## src/sv/lrs_pkg.sv

```systemverilog
package lrs_pkg;

   // Fixed widths of the transaction fields.
   localparam int KEY_W = 30;
   localparam int TAG_W = 16;
   localparam int POS_W = 10;
   localparam int REC_W = KEY_W + TAG_W;

   // Defaults for the top-level parameters.
   localparam int DEF_MAX_RECORDS = 1024;
   localparam int DEF_KEY_BITS    = 30;
   localparam int DEF_DIGIT_BITS  = 6;
   localparam int DEF_TAG_BITS    = 16;

   // Request action codes.
   localparam logic ACT_LOAD = 1'b0;
   localparam logic ACT_READ = 1'b1;

   // Sort sequencer states.
   typedef enum logic [2:0] {
      ST_IDLE,
      ST_CLEAR,
      ST_COUNT,
      ST_PREFIX,
      ST_SCATTER
   } sort_state_type;

   // Which of the two ping-pong record stores is meant.
   typedef enum logic {
      STORE_A,
      STORE_B
   } store_sel_type;

   // Commands to the bucket unit.
   typedef struct packed {
      logic clear;   // write zero to the addressed bucket
      logic inc;     // fetch the addressed bucket and increment it
      logic pfx;     // read the addressed bucket for the prefix sweep
   } bkt_op_type;

   // Status from the bucket unit.
   typedef struct packed {
      logic idle;        // no fetch or prefix operation in flight
      logic inc_valid;   // fetched value is presented this cycle
   } bkt_status_type;

   // Commands to the record banks.
   typedef struct packed {
      logic          load_we;   // store a loaded record into store A
      logic          src_re;    // read the pass source store
      store_sel_type src_sel;   // source store of the current pass
      logic          dst_we;    // write a scattered record to the other store
   } bank_op_type;

endpackage

```

## src/sv/lrs_bucket_unit.sv

```systemverilog
module lrs_bucket_unit #(
   parameter int DIGIT_BITS  = lrs_pkg::DEF_DIGIT_BITS,
   parameter int MAX_RECORDS = lrs_pkg::DEF_MAX_RECORDS,
   localparam int CNT_W      = $clog2(MAX_RECORDS + 1),
   localparam int BUCKETS    = 1 << DIGIT_BITS
) (
   input  logic                   clock,
   input  logic                   reset,
   input  lrs_pkg::bkt_op_type    op,
   input  logic [DIGIT_BITS-1:0]  op_addr,
   output lrs_pkg::bkt_status_type status,
   output logic [CNT_W-1:0]       inc_old
);

   // Bucket counter memory, one read and one write port, read data registered.
   logic [CNT_W-1:0]      bucket_mem [BUCKETS];
   logic [CNT_W-1:0]      rd_data_ff;

   logic                  st_inc_ff, st_inc_in;
   logic                  st_pfx_ff, st_pfx_in;
   logic [DIGIT_BITS-1:0] st_addr_ff, st_addr_in;

   logic                  fw_valid_ff, fw_valid_in;
   logic [DIGIT_BITS-1:0] fw_addr_ff, fw_addr_in;
   logic [CNT_W-1:0]      fw_data_ff, fw_data_in;

   logic [CNT_W-1:0]      run_ff, run_in;

   logic                  wr_en;
   logic [DIGIT_BITS-1:0] wr_addr;
   logic [CNT_W-1:0]      wr_data;
   logic [CNT_W-1:0]      old_value;

   // The memory returns the old contents when read and written at one address in a cycle.
   always_ff @(posedge clock) begin
      if (wr_en) begin
         bucket_mem[wr_addr] <= wr_data;
      end
      rd_data_ff <= bucket_mem[op_addr];
   end

   // A fetch right behind an increment of the same bucket takes the incremented value.
   always_comb begin
      if (fw_valid_ff && (fw_addr_ff == st_addr_ff)) begin
         old_value = fw_data_ff;
      end else begin
         old_value = rd_data_ff;
      end
   end

   // Write port: clearing sweep, then increments, then prefix offsets.
   always_comb begin
      wr_en   = 1'b0;
      wr_addr = op_addr;
      wr_data = '0;
      run_in  = run_ff;
      priority if (op.clear) begin
         wr_en   = 1'b1;
         wr_addr = op_addr;
         wr_data = '0;
         run_in  = '0;
      end else if (st_inc_ff) begin
         wr_en   = 1'b1;
         wr_addr = st_addr_ff;
         wr_data = old_value + 1'b1;
      end else if (st_pfx_ff) begin
         wr_en   = 1'b1;
         wr_addr = st_addr_ff;
         wr_data = run_ff;
         run_in  = run_ff + rd_data_ff;
      end else begin
         wr_en   = 1'b0;
      end
   end

   // Stage and forwarding register inputs.
   always_comb begin
      st_inc_in   = op.inc;
      st_pfx_in   = op.pfx;
      st_addr_in  = op_addr;
      fw_valid_in = st_inc_ff;
      fw_addr_in  = st_addr_ff;
      fw_data_in  = old_value + 1'b1;
   end

   always_ff @(posedge clock) begin
      if (reset) begin
         st_inc_ff   <= 1'b0;
         st_pfx_ff   <= 1'b0;
         fw_valid_ff <= 1'b0;
      end else begin
         st_inc_ff   <= st_inc_in;
         st_pfx_ff   <= st_pfx_in;
         fw_valid_ff <= fw_valid_in;
      end
   end

   always_ff @(posedge clock) begin
      st_addr_ff <= st_addr_in;
      fw_addr_ff <= fw_addr_in;
      fw_data_ff <= fw_data_in;
      run_ff     <= run_in;
   end

   assign inc_old          = old_value;
   assign status.inc_valid = st_inc_ff;
   assign status.idle      = !st_inc_ff && !st_pfx_ff;

endmodule

```

## config.mk

```make
export PLATFORM = sky130hd
export DESIGN_NAME = lrs_bucket_unit
export DESIGN_NICKNAME = d
export VERILOG_FILES = /design/src/sv/lrs_pkg.sv /design/src/sv/lrs_bucket_unit.sv
export SDC_FILE = /design/constraint.sdc
export NUM_CORES = 1
export LEC_CHECK = 0
export BUFFER_PORTS_ARGS = -buffer_cell sky130_fd_sc_hd__buf_2
export CAP_MARGIN = 5
export CORE_MARGIN = 2
export CORE_UTILIZATION = 55
export DETAILED_ROUTE_END_ITERATION = 10
export GPL_ROUTABILITY_DRIVEN = 1
export HOLD_SLACK_MARGIN = 0.12
export PLACE_DENSITY = 0.71
export SLEW_MARGIN = 10
export SYNTH_ARGS = -nofsm -noshare
export SYNTH_HDL_FRONTEND = slang
export SYNTH_SLANG_ARGS = --single-unit
```

## constraint.sdc

```tcl
create_clock -name clock -period 12.8 [get_ports clock]
set_input_delay 2.56 -clock clock [delete_from_list [all_inputs] [get_ports clock]]
set_output_delay 2.56 -clock clock [all_outputs]
set_load 0.02 [all_outputs]
```

==> metrics.yaml <==
outcome:
  outcome: "finished, final reports clean"
clock_tree:
  cts_root_buffer: "clkbuf_16"
  postCtsHoldBufs: 0
  clock_latency_ns: 0.62
  cts_buffers: 76
  htree_levels: 3
  post_cts_buffers: 0
  clock_path_buffers: 3
  ctsResizeCount: 0
  clk_pin_slew_ns: 0.06
  cts_num_sinks: 752
  cts_tree: "done"
logic_synthesis:
  syn_inst: 1345
  synthAdderAreaFrac: 0.00536
  syn-num-nets: 1368
  synthDistinctLibCells: 55
  muxShareOfSynthArea: 0.180
  synth_area_um2: 29400
  synthArstFlopShare: 0
  netlist.area_leader.share: 0.719
  synth_xor_area_frac: 0.00536
  yosysWarnings: 0
  synth-main-ff-cell: "edfxtp_1"
  synth.most_common_cell: "edfxtp_1"
  yosys.area.top_type: "edfxtp_1"
  synth_compound_area_frac: 0.0157
  synth_common_cells: "edfxtp_1, mux4_2, nor2_1"
  synth_simple_gate_area_share: 0.0281
  ys_top_cells_by_area: "edfxtp_1, mux4_2, dfxtp_1"
  synth-edff-count: 704
  synth_top_family_by_area: "multiplexers"
  avgSynthCellArea_um2: 21.9
  synth-seq-cells: 752
  ys_seq_area_frac: 0.752
floorplanning:
  dieHeight_um: 235
  die_x_um: 235
  start_util: 0.558
  core-area_um2: 52700
  io_pins: 24
  row_count: 84
  die_area_um2: 55300
routing:
  wl_per_cell_um: 31.3
  drc_errors: 0
  drtIter0Drc: 1694
  wl_um: 67900
  wl_met2_um: 33100
  wl_met3_um: 7030
  m1WireLength_um: 25300
  routed_via_density: 6.49
  ant_nets: 0
  via_count: 14100
  highest_layer: "met5"
  first_pass_iters: 6
sta:
  hold_viol_final: 0
  rsz0062_at_grt: "false"
  setup_violations: 0
  fin_tns_setup_ns: 0
  fmax_ghz: 0.169
  skew_ns: 0.0216
  holdWs_ns: 0.423
  post-route-period-util: 0.462
  maxSlewViolCount: 0
  slew_headroom: 0.160
  fin_crit_ns: 5.92
  tightest_slew_ns: 1.25
pwr:
  power_leakage_nw: 10.5
  pwr_density_cell_nw_per_um2: 160
  vdd_ir_drop_max_mv: 0.136
cells_and_area:
  drive_gt1_frac: 0.299
  fin_util: 0.624
  syn_to_final_growth_pct: 11.8
  nets: 1444
  antenna_cells: 0
critical_path:
  crit_chain: "buf_6 -> buf_4 -> buf_4 -> mux4_2 -> mux4_2 -> mux4_2"
  crit_type: "in -> reg"
  crit_arrival_ns: 6.39
  path_max_fanout: 65
  worstSetupStartpointType: "input port"
  cp_common_cell: "mux4_2"
  cpPeakStageDelay_ns: 0.87
  end_kind: "register"
  crit_required_ns: 13.27
  critical_path.slowest_cell: "buf_4"
global_routing:
  track_usage: 0.251
  grt_pass1_vias: 14200
  grt_pass1_wl_um: 99200
  grt_max_degree: 110
  gr-total-overflow: 0
  antenna_found_initial: 2
place:
  routabilityCongestion: 0.813
  portBuffers: 23
  hpwlAfterDp_um: 40500
hold_path:
  hold_class: "reg -> reg"
run:
  drv_cap: 0
## critical path: cells and delay by family
kind | cells | cell delay (ns)
buffers and inverters | 3 | 2.09
multiplexers | 3 | 1.46
## placed cells by master (no fill, tap or decap), drive strengths merged, types with 2 or more instances in the layout
| cell type | instances |
|---|---|
| nand2 | 41 |
| or3 | 6 |
| o21ai | 12 |
| ha | 11 |
| o21bai | 2 |
| nor3 | 3 |
| o31a | 2 |
| xnor2 | 12 |
| nand3 | 12 |
| dfxtp | 48 |
| nor4 | 2 |
| nand2b | 5 |
| xor2 | 6 |
| inv | 14 |
| a21oi | 14 |
| nor3b | 3 |
| o31ai | 4 |
| bufinv | 6 |
| clkinv | 32 |
| o211ai | 5 |
| clkinvlp | 2 |
| o21a | 8 |
| a31oi | 3 |
| nor2 | 84 |
| mux4 | 231 |
| and3 | 3 |
| edfxtp | 704 |
| a22oi | 3 |
| buf | 63 |
| nand4 | 6 |
| nor2b | 8 |
| clkbuf | 94 |
| a22o | 5 |
| nand3b | 4 |
| mux2 | 8 |
| o2111ai | 2 |
## state kept, by name (all words and copies together), names as in the netlist, 6 cells and up
register    count
bucket_mem    704
fw_data_ff     11
rd_data_ff     11
run_ff         11
fw_addr_ff      6
fw_addr_in      6
## area by class of cell
class / count / area, um^2
fill: 3496 / 19800
clock inverter: 45 / 397
tap: 688 / 861
multi-input combinational: 519 / 6990
clock buffer: 94 / 2020
inverter: 9 / 33.8
sequential: 752 / 22100
timing repair buffer: 63 / 449
## report_power, final
part           internal, mW  total [mW]  leakage (nW)  switching (mW)
Clock                  1.25        2.16          1.19           0.915
Combinational         0.129       0.330          2.40           0.202
Sequential             2.73        2.76          6.91          0.0278
## worst paths after layout
kind	depth (start not counted)	from	slack, ns	end
setup / recovery	6	op_addr[1]	6.88	rd_data_ff[6]$_DFF_P_
hold / removal	0	fw_addr_in[2]$_DFF_P_	0.42	fw_addr_ff[2]$_DFF_P_
setup reg to reg	12	fw_addr_in[3]$_DFF_P_	8.91	bucket_mem[63][4]$_DFFE_PP_
hold reg to reg	0	fw_addr_in[2]$_DFF_P_	0.42	fw_addr_ff[2]$_DFF_P_
## metal layers
metal	up-vias	GRT usage
li1	5800	-
met1	7463	0.338
met2	692	0.395
met3	132	0.0776
met4	2	0.0871
met5	-	0
## cell families (layout without fill, tap and decap cells)
group           after synthesis  count (layout)
flops                       752             752
mux                         240             240
simple gates                181             181
buf+inv                      74             211
compound gates               68              68
xor+xnor                     18              18
fa+ha+maj                    12              12
## per-stage QoR
| step | cells | setup WS [ns] | area [um^2] | total power [mW] |
|---|---|---|---|---|
| 3_3_place_gp | 2031 | 6.29 | 30400 | 3.13 |
| 4_1_cts | 2170 | 6.96 | 32800 | 5.28 |
| 2_1_floorplan | 1345 | 7.64 | 29400 | 3.02 |
| 6_report | 2170 | 6.88 | 32900 | 5.25 |
| 3_5_place_dp | 2031 | 6.34 | 30400 | 3.14 |
| 5_1_grt | 2170 | 6.75 | 32900 | 5.39 |
Note: power is estimated with default switching activity, not from simulation.
